### src/ctg_pkg.sv
`timescale 1ns / 1ps

package ctg_pkg;

  localparam int NUM_MOTORS_DEF   = 6;
  localparam int CORDIC_STEPS_DEF = 16;

  localparam int MOTOR_W  = 4;
  localparam int POS_W    = 18;
  localparam int VEL_W    = 32;
  localparam int PHASE_W  = 32;
  localparam int TRIG_W   = 16;
  localparam int XY_W     = 20;
  localparam int Z_W      = 32;
  localparam int GAIN_W   = 20;
  localparam int AMP_CFG_W = 16;

  localparam int ATAN_IDX_W = 5;
  localparam int CORDIC_X0  = 19898;
  localparam int TRIG_MAX   = 32767;

  // shared multiplier operand and product widths
  localparam int MUL_W  = 22;
  localparam int PROD_W = 2 * MUL_W;

  // configuration port
  localparam int CFG_ADDR_W = 3;
  localparam int CFG_DATA_W = 32;

  typedef enum logic [CFG_ADDR_W-1:0] {
    CFG_PHASE_STEP    = 3'd0,
    CFG_HARMONIC_MODE = 3'd1,
    CFG_BASE_AMP      = 3'd2,
    CFG_AMP_DEC       = 3'd3,
    CFG_VEL_GAIN      = 3'd4
  } cfg_reg_t;

  localparam logic [31:0]        PHASE_STEP_RST = 32'd2147484;
  localparam logic               HARMONIC_RST   = 1'b0;
  localparam logic signed [15:0] BASE_AMP_RST   = 16'sd5000;
  localparam logic signed [15:0] AMP_DEC_RST    = 16'sd500;
  localparam logic [19:0]        VEL_GAIN_RST   = 20'd41175;

  // CORDIC result handed to the sequencer
  typedef struct packed {
    logic                     done;
    logic signed [TRIG_W-1:0] cos_val;
    logic signed [TRIG_W-1:0] sin_val;
  } ctg_trig_t;

  // arctangent of 2^-i in units of 2^-32 turn
  function automatic logic signed [Z_W-1:0] atan_turn(input logic [ATAN_IDX_W-1:0] idx);
    logic signed [Z_W-1:0] r;
    unique case (idx)
      5'd0:    r = 32'sh20000000;
      5'd1:    r = 32'sh12E4051D;
      5'd2:    r = 32'sh09FB385B;
      5'd3:    r = 32'sh051111D4;
      5'd4:    r = 32'sh028B0D43;
      5'd5:    r = 32'sh0145D7E1;
      5'd6:    r = 32'sh00A2F61E;
      5'd7:    r = 32'sh00517C55;
      5'd8:    r = 32'sh0028BE53;
      5'd9:    r = 32'sh00145F2F;
      5'd10:   r = 32'sh000A2F98;
      5'd11:   r = 32'sh000517CC;
      5'd12:   r = 32'sh00028BE6;
      5'd13:   r = 32'sh000145F3;
      5'd14:   r = 32'sh0000A2F9;
      5'd15:   r = 32'sh0000517C;
      5'd16:   r = 32'sh000028BE;
      5'd17:   r = 32'sh0000145F;
      5'd18:   r = 32'sh00000A2F;
      5'd19:   r = 32'sh00000517;
      5'd20:   r = 32'sh0000028B;
      5'd21:   r = 32'sh00000145;
      5'd22:   r = 32'sh000000A2;
      5'd23:   r = 32'sh00000051;
      default: r = '0;
    endcase
    return r;
  endfunction

endpackage

### src/cosine_trajectory_generator.sv
`timescale 1ns / 1ps

// Cosine trajectory generator. Each input transaction is one control tick (tdata bit 0 =
// restart); for a running trajectory it yields NUM_MOTORS output transactions, motors in
// increasing order, tlast on the final motor. A tick accepted after the trajectory has
// finished, without restart, yields nothing. Sine and cosine come from one iterative CORDIC
// unit, two rotations when the third harmonic is on. All products go through one shared
// 22 x 22 multiplier: a set-up per tick (sums, gain multiply), then per motor three
// multiplies, an accumulate and rounding/saturation; a stall on the output side holds the
// tick. s_tready is high only while no tick is in progress; the final result may still sit
// in the output register when the next tick is taken. Configuration writes belong between
// ticks.
module cosine_trajectory_generator
  import ctg_pkg::*;
#(
  parameter int NUM_MOTORS   = NUM_MOTORS_DEF,
  parameter int CORDIC_STEPS = CORDIC_STEPS_DEF
) (
  input  logic                  clk,
  input  logic                  rst,
  input  logic                  s_tvalid,
  output logic                  s_tready,
  input  logic [7:0]            s_tdata,   // [0] restart
  output logic                  m_tvalid,
  input  logic                  m_tready,
  output logic [55:0]           m_tdata,   // [3:0] motor_index, [21:4] position,
                                           // [53:22] velocity
  output logic                  m_tlast,
  input  logic                  cfg_we,
  input  logic [CFG_ADDR_W-1:0] cfg_addr,
  input  logic [CFG_DATA_W-1:0] cfg_wdata
);

  localparam int CS_W     = 18;
  localparam int GS_W     = 39;
  localparam int GS_LO_W  = 19;
  localparam int AMP_W    = 21;
  localparam int PPROD_W  = 38;
  localparam int ACC_W    = 60;
  localparam int PRND_W   = 40;

  typedef enum logic [10:0] {
    S_IDLE = 11'b000_0000_0001,
    S_COS1 = 11'b000_0000_0010,
    S_COS3 = 11'b000_0000_0100,
    S_SUM  = 11'b000_0000_1000,
    S_GAIN = 11'b000_0001_0000,
    S_GS   = 11'b000_0010_0000,
    S_MPOS = 11'b000_0100_0000,
    S_MHI  = 11'b000_1000_0000,
    S_MLO  = 11'b001_0000_0000,
    S_ACC  = 11'b010_0000_0000,
    S_OUT  = 11'b100_0000_0000
  } state_t;

  state_t state;
  state_t state_next;

  // configuration
  logic [31:0]                  phase_step;
  logic                         harmonic_mode;
  logic signed [AMP_CFG_W-1:0]  base_amplitude;
  logic signed [AMP_CFG_W-1:0]  amplitude_decrement;
  logic [GAIN_W-1:0]            velocity_gain;

  // trajectory state
  logic [PHASE_W-1:0] phase_acc;
  logic               finished;

  // per-tick datapath
  logic [PHASE_W-1:0]       tick_phase;
  logic signed [TRIG_W-1:0] c1;
  logic signed [TRIG_W-1:0] s1;
  logic signed [TRIG_W-1:0] c3;
  logic signed [TRIG_W-1:0] s3;
  logic signed [CS_W-1:0]   cs;
  logic signed [CS_W-1:0]   ss;
  logic signed [GS_W-1:0]   gs;
  logic signed [AMP_W-1:0]  amp;
  logic [MOTOR_W-1:0]       motor;
  logic signed [PPROD_W-1:0] pos_prod;
  logic signed [ACC_W-1:0]  acc;

  logic                 accept;
  logic [PHASE_W-1:0]   ph_eff;
  logic                 fin_eff;
  logic [PHASE_W:0]     step_sum;
  logic [PHASE_W-1:0]   phase3;
  logic                 last_motor;
  logic                 out_load;

  logic                 cd_start;
  logic [PHASE_W-1:0]   cd_phase;
  ctg_trig_t            trig;

  logic signed [MUL_W-1:0]  mul_a;
  logic signed [MUL_W-1:0]  mul_b;
  logic signed [PROD_W-1:0] prod;

  logic signed [PRND_W-1:0] pos_rnd;
  logic signed [PRND_W-1:0] pos_sh;
  logic signed [POS_W-1:0]  pos_val;
  logic signed [ACC_W-1:0]  vel_rnd;
  logic signed [ACC_W-1:0]  vel_sh;
  logic signed [VEL_W-1:0]  vel_val;

  assign s_tready   = (state == S_IDLE);
  assign accept     = s_tvalid && s_tready;
  assign ph_eff     = s_tdata[0] ? '0 : phase_acc;
  assign fin_eff    = s_tdata[0] ? 1'b0 : finished;
  assign step_sum   = {1'b0, ph_eff} + {1'b0, phase_step};
  assign phase3     = tick_phase + {tick_phase[PHASE_W-2:0], 1'b0};
  assign last_motor = (motor == MOTOR_W'(NUM_MOTORS - 1));
  assign out_load   = (state == S_OUT) && (!m_tvalid || m_tready);

  // CORDIC launch: tick phase from idle, tripled phase for the harmonic
  always_comb begin
    cd_start = 1'b0;
    cd_phase = ph_eff;
    if (state == S_IDLE) begin
      cd_start = accept && !fin_eff;
    end else if (state == S_COS1) begin
      cd_start = trig.done && harmonic_mode;
      cd_phase = phase3;
    end
  end

  ctg_cordic #(
    .CORDIC_STEPS(CORDIC_STEPS)
  ) u_cordic (
    .clk  (clk),
    .rst  (rst),
    .start(cd_start),
    .phase(cd_phase),
    .trig (trig)
  );

  // operand selection for the shared multiplier; product lands one state later
  always_comb begin
    unique case (state)
      S_GAIN: begin
        mul_a = {2'b00, velocity_gain};
        mul_b = MUL_W'(ss);
      end
      S_MPOS: begin
        mul_a = MUL_W'(amp);
        mul_b = MUL_W'(cs);
      end
      S_MHI: begin
        mul_a = MUL_W'(amp);
        mul_b = MUL_W'($signed(gs[GS_W-1:GS_LO_W]));
      end
      S_MLO: begin
        mul_a = MUL_W'(amp);
        mul_b = {3'b000, gs[GS_LO_W-1:0]};
      end
      default: begin
        mul_a = '0;
        mul_b = '0;
      end
    endcase
  end

  ctg_mult u_mult (
    .clk  (clk),
    .mul_a(mul_a),
    .mul_b(mul_b),
    .prod (prod)
  );

  always_comb begin
    state_next = state;
    unique case (state)
      S_IDLE: if (accept && !fin_eff) state_next = S_COS1;
      S_COS1: if (trig.done) state_next = harmonic_mode ? S_COS3 : S_SUM;
      S_COS3: if (trig.done) state_next = S_SUM;
      S_SUM:  state_next = S_GAIN;
      S_GAIN: state_next = S_GS;
      S_GS:   state_next = S_MPOS;
      S_MPOS: state_next = S_MHI;
      S_MHI:  state_next = S_MLO;
      S_MLO:  state_next = S_ACC;
      S_ACC:  state_next = S_OUT;
      S_OUT:  if (out_load) state_next = last_motor ? S_IDLE : S_MPOS;
      default: state_next = S_IDLE;
    endcase
  end

  always_ff @(posedge clk) begin
    if (rst) begin
      state               <= S_IDLE;
      phase_acc           <= '0;
      finished            <= 1'b0;
      motor               <= '0;
      m_tvalid            <= 1'b0;
      phase_step          <= PHASE_STEP_RST;
      harmonic_mode       <= HARMONIC_RST;
      base_amplitude      <= BASE_AMP_RST;
      amplitude_decrement <= AMP_DEC_RST;
      velocity_gain       <= VEL_GAIN_RST;
    end else begin
      state <= state_next;

      if (cfg_we) begin
        unique case (cfg_addr)
          CFG_PHASE_STEP:    phase_step          <= cfg_wdata[31:0];
          CFG_HARMONIC_MODE: harmonic_mode       <= cfg_wdata[0];
          CFG_BASE_AMP:      base_amplitude      <= cfg_wdata[AMP_CFG_W-1:0];
          CFG_AMP_DEC:       amplitude_decrement <= cfg_wdata[AMP_CFG_W-1:0];
          CFG_VEL_GAIN:      velocity_gain       <= cfg_wdata[GAIN_W-1:0];
          default: ;
        endcase
      end

      // phase advances as the tick is taken unless it would wrap; a wrap ends the trajectory
      if (accept && !fin_eff) begin
        finished  <= step_sum[PHASE_W];
        phase_acc <= step_sum[PHASE_W] ? ph_eff : step_sum[PHASE_W-1:0];
      end

      if (state == S_SUM) begin
        motor <= '0;
      end else if (out_load) begin
        motor <= motor + 1'b1;
      end

      if (out_load) begin
        m_tvalid <= 1'b1;
      end else if (m_tready) begin
        m_tvalid <= 1'b0;
      end
    end
  end

  // rounding and saturation of the finished products
  always_comb begin
    pos_rnd = PRND_W'(pos_prod) + PRND_W'(16384);
    pos_sh  = pos_rnd >>> 15;
    if (pos_sh > PRND_W'(131071)) begin
      pos_val = POS_W'(131071);
    end else if (pos_sh < -PRND_W'(131072)) begin
      pos_val = -POS_W'(131072);
    end else begin
      pos_val = pos_sh[POS_W-1:0];
    end

    vel_rnd = (ACC_W'(1) <<< 30) - acc;
    vel_sh  = vel_rnd >>> 31;
    if (vel_sh > ACC_W'(64'sh7FFF_FFFF)) begin
      vel_val = 32'sh7FFF_FFFF;
    end else if (vel_sh < -ACC_W'(64'sh8000_0000)) begin
      vel_val = 32'sh8000_0000;
    end else begin
      vel_val = vel_sh[VEL_W-1:0];
    end
  end

  always_ff @(posedge clk) begin
    if (accept) begin
      tick_phase <= ph_eff;
    end
    if (state == S_COS1 && trig.done) begin
      c1 <= trig.cos_val;
      s1 <= trig.sin_val;
      c3 <= '0;
      s3 <= '0;
    end
    if (state == S_COS3 && trig.done) begin
      c3 <= trig.cos_val;
      s3 <= trig.sin_val;
    end
    if (state == S_SUM) begin
      cs  <= CS_W'(c1) + CS_W'(c3);
      ss  <= CS_W'(s1) + CS_W'(s3) + (CS_W'(s3) <<< 1);
      amp <= AMP_W'(base_amplitude);
    end
    if (state == S_GS) begin
      gs <= prod[GS_W-1:0];
    end
    if (state == S_MHI) begin
      pos_prod <= prod[PPROD_W-1:0];
    end
    // velocity product = gs_hi * amp * 2^19 + gs_lo * amp
    if (state == S_MLO) begin
      acc <= ACC_W'(prod) <<< GS_LO_W;
    end
    if (state == S_ACC) begin
      acc <= acc + ACC_W'(prod);
    end
    if (out_load) begin
      m_tdata <= {2'b00, vel_val, pos_val, motor};
      m_tlast <= last_motor;
      amp     <= amp - AMP_W'(amplitude_decrement);
    end
  end

`ifndef ASSERT_OFF
  a_done_in_wait: assert property (@(posedge clk) disable iff (rst)
    trig.done |-> (state == S_COS1 || state == S_COS3))
    else $error("CORDIC finished outside a wait state");

  a_motor_range: assert property (@(posedge clk) disable iff (rst)
    (state == S_MPOS) |-> ({1'b0, motor} < (MOTOR_W + 1)'(NUM_MOTORS)))
    else $error("motor counter beyond motor count");

  a_finished_hold: assert property (@(posedge clk) disable iff (rst)
    (finished && !(accept && s_tdata[0])) |=> (finished && $stable(phase_acc)))
    else $error("finished trajectory changed without restart");

  a_last_to_idle: assert property (@(posedge clk) disable iff (rst)
    (out_load && last_motor) |=> s_tready)
    else $error("tick not closed after last motor");
`endif

endmodule

### src/ctg_mult.sv
`timescale 1ns / 1ps

module ctg_mult
  import ctg_pkg::*;
(
  input  logic                     clk,
  input  logic signed [MUL_W-1:0]  mul_a,
  input  logic signed [MUL_W-1:0]  mul_b,
  output logic signed [PROD_W-1:0] prod
);

  always_ff @(posedge clk) begin
    prod <= mul_a * mul_b;
  end

endmodule

### src/ctg_cordic.sv
`timescale 1ns / 1ps

module ctg_cordic
  import ctg_pkg::*;
#(
  parameter int CORDIC_STEPS = CORDIC_STEPS_DEF
) (
  input  logic               clk,
  input  logic               rst,
  input  logic               start,
  input  logic [PHASE_W-1:0] phase,
  output ctg_trig_t          trig
);

  localparam int ITER_W = $clog2(CORDIC_STEPS);

  logic signed [XY_W-1:0] x;
  logic signed [XY_W-1:0] y;
  logic signed [Z_W-1:0]  z;
  logic [1:0]             quad;
  logic [ITER_W-1:0]      iter;
  logic                   busy;
  logic                   done;

  logic signed [XY_W-1:0]   xs;
  logic signed [XY_W-1:0]   ys;
  logic signed [Z_W-1:0]    atan_val;
  logic signed [TRIG_W-1:0] xc;
  logic signed [TRIG_W-1:0] yc;

  function automatic logic signed [TRIG_W-1:0] sat_trig(input logic signed [XY_W-1:0] v);
    logic signed [TRIG_W-1:0] r;
    if (v > XY_W'(TRIG_MAX)) begin
      r = TRIG_W'(TRIG_MAX);
    end else if (v < -XY_W'(TRIG_MAX)) begin
      r = -TRIG_W'(TRIG_MAX);
    end else begin
      r = v[TRIG_W-1:0];
    end
    return r;
  endfunction

  assign xs       = x >>> iter;
  assign ys       = y >>> iter;
  assign atan_val = atan_turn(ATAN_IDX_W'(iter));

  always_ff @(posedge clk) begin
    if (rst) begin
      busy <= 1'b0;
      done <= 1'b0;
      iter <= '0;
    end else begin
      done <= 1'b0;
      if (start) begin
        busy <= 1'b1;
        iter <= '0;
      end else if (busy) begin
        iter <= iter + 1'b1;
        if (iter == ITER_W'(CORDIC_STEPS - 1)) begin
          busy <= 1'b0;
          done <= 1'b1;
        end
      end
    end
  end

  always_ff @(posedge clk) begin
    if (start) begin
      x    <= XY_W'(CORDIC_X0);
      y    <= '0;
      z    <= {2'b00, phase[PHASE_W-3:0]};
      quad <= phase[PHASE_W-1:PHASE_W-2];
    end else if (busy) begin
      // rotate towards z = 0
      if (!z[Z_W-1]) begin
        x <= x - ys;
        y <= y + xs;
        z <= z - atan_val;
      end else begin
        x <= x + ys;
        y <= y - xs;
        z <= z + atan_val;
      end
    end
  end

  assign xc = sat_trig(x);
  assign yc = sat_trig(y);

  always_comb begin
    trig.done = done;
    unique case (quad)
      2'd0: begin
        trig.cos_val = xc;
        trig.sin_val = yc;
      end
      2'd1: begin
        trig.cos_val = -yc;
        trig.sin_val = xc;
      end
      2'd2: begin
        trig.cos_val = -xc;
        trig.sin_val = -yc;
      end
      default: begin
        trig.cos_val = yc;
        trig.sin_val = -xc;
      end
    endcase
  end

endmodule
### config.mk
export PLATFORM = sky130hd
export DESIGN_NAME = cosine_trajectory_generator
export DESIGN_NICKNAME = d
export VERILOG_FILES = /design/src/ctg_pkg.sv /design/src/cosine_trajectory_generator.sv /design/src/ctg_mult.sv /design/src/ctg_cordic.sv
export SDC_FILE = /design/constraint.sdc
export NUM_CORES = 2
export LEC_CHECK = 0
export ABC_AREA = 1
export BUFFER_PORTS_ARGS = -buffer_cell sky130_fd_sc_hd__buf_2
export CORE_ASPECT_RATIO = 0.5
export CORE_UTILIZATION = 55
export CTS_BUF_LIST = sky130_fd_sc_hd__clkbuf_4 sky130_fd_sc_hd__clkbuf_8 sky130_fd_sc_hd__clkbuf_16
export CTS_CLUSTER_DIAMETER = 100
export DETAILED_ROUTE_END_ITERATION = 8
export PLACE_DENSITY = 0.82
export SYNTH_ARGS = -nofsm -noshare
export SYNTH_HDL_FRONTEND = slang
export SYNTH_SLANG_ARGS = --single-unit
### constraint.sdc
create_clock -name clk -period 9.4 [get_ports clk]
set_input_delay 1.88 -clock clk [delete_from_list [all_inputs] [get_ports clk]]
set_output_delay 1.88 -clock clk [all_outputs]
set_load 0.01 [all_outputs]
### After elaboration in Yosys (flattened, before gate mapping)

Memory sizes are Yosys's and may differ from the RTL's. A register that Yosys moved wholly into a read port is not among the register bits.
Cells that the tools add are included.

| word-level totals | value |
|---|---|
| ROM bits | 480 |
| flip-flop bits (word level) | 603 |
| output and inout bits | 59 |
| memory bits (writable) | 0 |
| bits in latches | 0 |
| memories | 1 |

Memory list:

| name | words | width | read ports | clocked after Yosys merged registers in | write ports | line | source |
|---|---|---|---|---|---|---|---|
| (name not given) | 16 | 30 | 1 | 1 | 0 | ctg_pkg.sv:54 | `unique case (idx)` |

| cells by class | value |
|---|---|
| divide/modulo/power cells | 0 |
| shifts and indexed selects | 2 |
| mux-type cells | 43 |
| $add $sub $neg | 19 |
| equal/unequal tests | 23 |
| bitwise operators | 1 |
| reduce and logical (&&, ||, !) cells | 26 |
| $lt $le $gt $ge | 8 |
| multiply operators | 1 |

Operators with widths:

| kind | count |
|---|---|
| 32-bit two-way mux | 6 |
| 11-bit case mux with 11 select lines | 1 |
| 60-bit two-way mux | 2 |
| 16-bit two-way mux | 7 |
| 32-bit case mux with 3 select lines | 1 |
| 22-bit case mux with 4 select lines | 1 |
| 32-bit adder | 2 |
| 60-bit by 44-bit adder with 60-bit output | 1 |
| 30-bit two-way mux | 2 |
| 32-bit by 60-bit subtractor with 60-bit output (first input constant) | 1 |
| 22-bit by 22-bit multiplier with 44-bit output | 1 |
| 11-bit two-way mux | 4 |
| 22-bit case mux with 2 select lines | 1 |
| 21-bit two-way mux | 2 |
| 20-bit adder | 2 |
| 20-bit by 16-bit > comparator with 1-bit output (second input constant) | 2 |
| 20-bit by 16-bit < comparator with 1-bit output (second input constant) | 2 |
| 20-bit two-way mux | 2 |
| 20-bit by 4-bit >>> shifter with 20-bit output | 2 |
| 20-bit subtractor | 2 |
| 38-bit by 16-bit adder with 39-bit output (second input constant) | 1 |
| 16-bit by 16-bit adder with 17-bit output | 2 |
| 32-bit by 32-bit adder with 33-bit output | 1 |
| 29-bit by 32-bit > comparator with 1-bit output (second input constant) | 1 |
| 43 further kinds | 74 |

### Logic depth before layout (Yosys ltp)

| depth | value |
|---|---|
| depth after elaboration | 6 |
| gate-level depth with buffers | 40 |

### Hierarchy

Synthesis repeated with hierarchy kept, for this count alone.

| second synthesis, totals | value |
|---|---|
| cells, all modules | 9,255 |
| area total of the unflattened synthesis | 65,268.8 sq um |

Modules (own cells, without submodules):

| module | cells each | instances | area an instance (sq um) | seq. area each (sq um) |
|---|---|---|---|---|
| cosine_trajectory_generator | 4,468 | 1 | 31,923.1 | 12,532.0 |
| ctg_mult | 2,633 | 1 | 20,372.0 | 880.8 |
| ctg_cordic | 2,154 | 1 | 12,973.7 | 2,522.4 |

### Worst setup path after synthesis

OpenSTA, ideal clock, no wires.

| timing | value |
|---|---|
| path type | register to register |
| start | reg state[9] |
| end | reg u_mult.prod[43] |
| buffers on the path | 2 |
| slack | 1,199 ps |
| setup time | 72 ps |
| cell stages (with the launch flop) | 30 |
| period minus slack after synthesis | 8,201 ps |
| data required time | 9,328 ps |
| arrival | 8,130 ps |
| cells stage by stage | dfxtp_1 nor2_1 nand2_1 nor2_1 nand2_1 inv_1 clkbuf_1 a22o_1 nor2_1 inv_1 buf_2 nand2_1 fa_1 fa_1 inv_1 fa_1 fa_1 fa_1 fa_1 inv_1 fa_1 inv_1 ha_1 inv_1 nor3_1 nand2_1 nor3_1 nand3_1 o2111ai_1 xor2_1 |

| between the ends | value |
|---|---|
| word-level cells in the longest chain between the ends | 4 |

RTL lines:

| element | line | source |
|---|---|---|
| start: declaration | cosine_trajectory_generator.sv:56 | `state_t state;` |
| start signal: assignment | cosine_trajectory_generator.sv:202 | `state <= state_next;` |
| 11-bit by 8-bit equality test with 1-bit output (tied with other cells) | cosine_trajectory_generator.sv:140 | `unique case (state)` |
| 3-bit OR reduction (no source line) | -- |  |
| 22-bit case mux with 2 select lines | cosine_trajectory_generator.sv:140 |  |
| 22-bit by 22-bit multiplier with 44-bit output * | ctg_mult.sv:13 | `prod <= mul_a * mul_b;` |
| end signal: assignment | ctg_mult.sv:13 |  |
| end: declaration | ctg_mult.sv:9 | `output logic signed [PROD_W-1:0] prod` |

Every way passes the cells marked *; elsewhere a longest branch is shown, timed or not.
A chain may end at the register's enable or synchronous reset.

### Final worst setup path

| timing | value |
|---|---|
| start | reg state[9] |
| end | reg u_mult.prod[42] |

Same word-level chain as after synthesis.

==> results.json <==
{
  "cpPeakStageDelay_ps": 580,
  "place_ws_ps": 515.9,
  "worstSetupPathType": "flop to flop",
  "drv_slew": 0,
  "cts_max_path_buffers": 3,
  "wl_per_cell_um": 18.89,
  "fin_crit_sh_pct": 94.39,
  "fin_crit_ps": 8873,
  "hold_depth": 2,
  "outcome": "completed",
  "worstPathMaxFanout": 27,
  "synthDistinctLibCells": 62,
  "cts_made_buffers": 59,
  "synth_ff_type": "edfxtp_1",
  "grt_busiest_layer": "met2",
  "drc": 0,
  "p_switching_mw": 6.227,
  "cts_tree": "yes",
  "p_seq_share_pct": 26.7,
  "hold_class": "flop to flop",
  "rsz0062_at_grt": "false",
  "synth_top_family_by_area": "adder cells",
  "yosysSeqAreaShare_pct": 27.03,
  "grt_usage_pct": 31.61,
  "synth-adder-area-share_pct": 25.63,
  "drtAntennaViolNets": 0,
  "dieArea_mm2": 0.1086,
  "holdPathEnd": "base_amplitude[7]",
  "synth_compound_area_share_pct": 12.14,
  "synth_area_per_cell_um2": 7.754,
  "ys_ff_latch": 616,
  "cts_setup_buffers": 0,
  "io_buffers": 97,
  "grt_pass1_vias": 49642,
  "num-fill-cells": 9410,
  "hpwlAfterDp_mm": 135.0,
  "vias": 52196,
  "synthXorXnorAreaFrac_pct": 4.159,
  "fin_ws_ps": 527.4,
  "core_area_mm2": 0.1056,
  "yosysWarnings": 0,
  "globalplace.congestion": 1.008,
  "peakVddDrop_v": 0.0001811,
  "synthMuxAreaShare_pct": 0,
  "grt_max_degree": 87,
  "clk_pin_slew_ps": 70,
  "cp_slowest_cell": "fa_1",
  "power_mw": 13.29,
  "final_core_util_pct": 59.71,
  "clock.fmax_mhz": 112.7,
  "cp-start-kind": "flop",
  "grt_use_met3_pct": 6.226,
  "fin_skew_ps": 56.20,
  "r2r-start": "state[9]",
  "synth_area_mm2": 0.05896,
  "cap_violations": 0,
  "drt_first_pass_iters": 6,
  "setup_violations": 0,
  "whs_ps": 460.5,
  "async_flop_share_pct": 0,
  "arrival_ps": 9460,
  "die_x_um": 465.1,
  "synthCells": 7604,
  "worstHoldStart": "base_amplitude[7]",
  "cts.sinks": 616,
  "leakage_nw": 30.01,
  "routed_wl_mm": 172.4,
  "initial_utilization_pct": 55.82,
  "timing.rr.end": "u_mult.prod[42]",
  "cp-end-kind": "flop",
  "intPower_mw": 7.058,
  "drive_gt1_share_pct": 4.908,
  "clkPwrFrac_pct": 19.1,
  "p_comb_share_pct": 54.2,
  "yosys.area_share.simple_pct": 21.69,
  "clk_latency_ps": 690,
  "reg2reg_slack_ps": 530,
  "syn2layout_area_growth_pct": 6.958,
  "required_ps": 9990,
  "ctsHtreeMaxLevel": 2,
  "multiInputGateArea_mm2": 0.03756,
  "p_per_area_mw_per_mm2": 210.7,
  "drtIter0Drc": 4991,
  "fp-row-count": 84,
  "postCtsHoldBufs": 0,
  "grt_use_met2_pct": 50.66,
  "viasPerCell": 5.721,
  "grt_pass1_wl_mm": 269.0,
  "finalHoldViolations": 0,
  "synth_edf_count": 360,
  "overflow": 0,
  "die_h_um": 233.5,
  "cp-startpoint": "state[9]",
  "antenna_found_initial": 1,
  "max_slew_margin_pct": 18.86,
  "sw_frac_of_total_pct": 46.87,
  "ff_latch_area_mm2": 0.01594,
  "worst_slew_pin_slew_ps": 1215,
  "reg2reg_depth": 32,
  "met1_usage_pct": 42.15,
  "io_pins": 107,
  "root_buffer": "clkbuf_16",
  "fin_tns_setup_ps": 0,
  "nNetsFinal": 8602
}
what timing repair did:
| action | 4_1_cts | 5_1_grt |
|---|---|---|
| resized for setup | 0 | 1 |
| endpoints found under the hold margin | 0 | 0 |
| endpoints found under the setup margin | 0 | 6 |
power groups by stage:
stage               registers (mW)  clock network, mW  logic [mW]
global placement              3.59                  0        6.92
CTS                           3.54               2.55        7.08
detailed placement            3.59                  0        7.04
finish                        3.55               2.53        7.21
global route                  3.57               2.64        8.13
floorplan                     3.49                  0        5.44
worst max-delay path: cells and delay by family (launching register included):
family                     cells  cell delay [ps]
and+or+nand+nor                7             1190
adders and majority gates      8             4110
AOI/OAI and AO/OA              7             1360
DFF                            1              350
xor gates and xnor gates       1              160
buffers and inverters          9             1610
through the flow:
| stage | std cells | cell area, um2 |
|---|---|---|
| 4_1_cts | 9121 | 63060 |
| 6_report | 9123 | 63070 |
| 2_1_floorplan | 7605 | 58970 |
| 5_1_grt | 9121 | 63060 |
| 3_3_place_gp | 9009 | 61050 |
| 3_5_place_dp | 9009 | 61050 |
cells in the final DEF (no fill, tap or decap), types with 96 or more instances in the layout:
master,netlist,routed
buf_4,9,96
xor2_1,173,173
dfxtp_1,256,256
o21ai_0,475,475
buf_2,65,97
inv_1,1189,1187
fa_1,508,508
a21oi_1,504,503
nand2_1,1695,1694
nor2_1,743,741
ha_1,395,395
edfxtp_1,360,360
nand3_1,403,403
xnor2_1,107,107
worst max-delay path by stage:
stage,depth (start not counted),end
final,32,u_mult.prod[42]
after global routing,33,u_mult.prod[42]
after CTS,32,u_mult.prod[36]
after detailed placement,32,u_mult.prod[36]
after global placement,32,u_mult.prod[36]
after floorplan,29,u_mult.prod[43]
logic make-up (layout without fill, tap and decap cells):
logic type	after synthesis	after routing
buffers and inverters	1428	1525
and+or+nand+nor	3096	3096
AOI/OAI and AO/OA	1280	1280
DFF	616	616
other	1	4
xor gates and xnor gates	280	280
adders and majority gates	903	903
cells in the mapped netlist (31+ instances only):
cell type,count,area [um2]
fa_1,508,10170
clkbuf_1,114,427.9
nand4_1,63,394.1
buf_2,65,325.3
nor2_1,743,2789
o21ai_0,475,2377
o211ai_1,48,360.4
nand3_1,403,2017
dfxtp_1,256,5125
or2_2,32,200.2
nand2_1,1695,6362
a31oi_1,44,275.3
nor3_1,65,325.3
xor2_1,173,1515
a21oi_1,504,2522
edfxtp_1,360,10810
a22o_1,31,271.5
inv_1,1189,4463
xnor2_1,107,937.2
ha_1,395,4942
a21o_1,31,232.7
cell type report:
class	instances	share of cell area, %
Sequential cell	616	25.27
Multi-Input combinational cell	5561	59.55
Antenna cell	2	0.007936
Inverter	1220	7.267
Clock inverter	49	0.7360
Timing Repair Buffer	193	1.913
Tap cell	1419	2.815
Clock buffer	63	2.444
state kept, by name (all words and copies together) (netlist names), 30 cells and up:
name,flops
acc,60
m_tdata,52
u_mult.prod,44
gs,39
phase_acc,32
phase_step,32
tick_phase,32
u_cordic.z,32
u_cordic.atan_val,30
metal layers:
metal | wire [um] | part of all wire (%)
met5 | 49 | 0.028
met4 | 7350 | 4.3
met3 | 16110 | 9.3
met2 | 77240 | 45
met1 | 71630 | 42
Power figures use the tool's default switching activity.
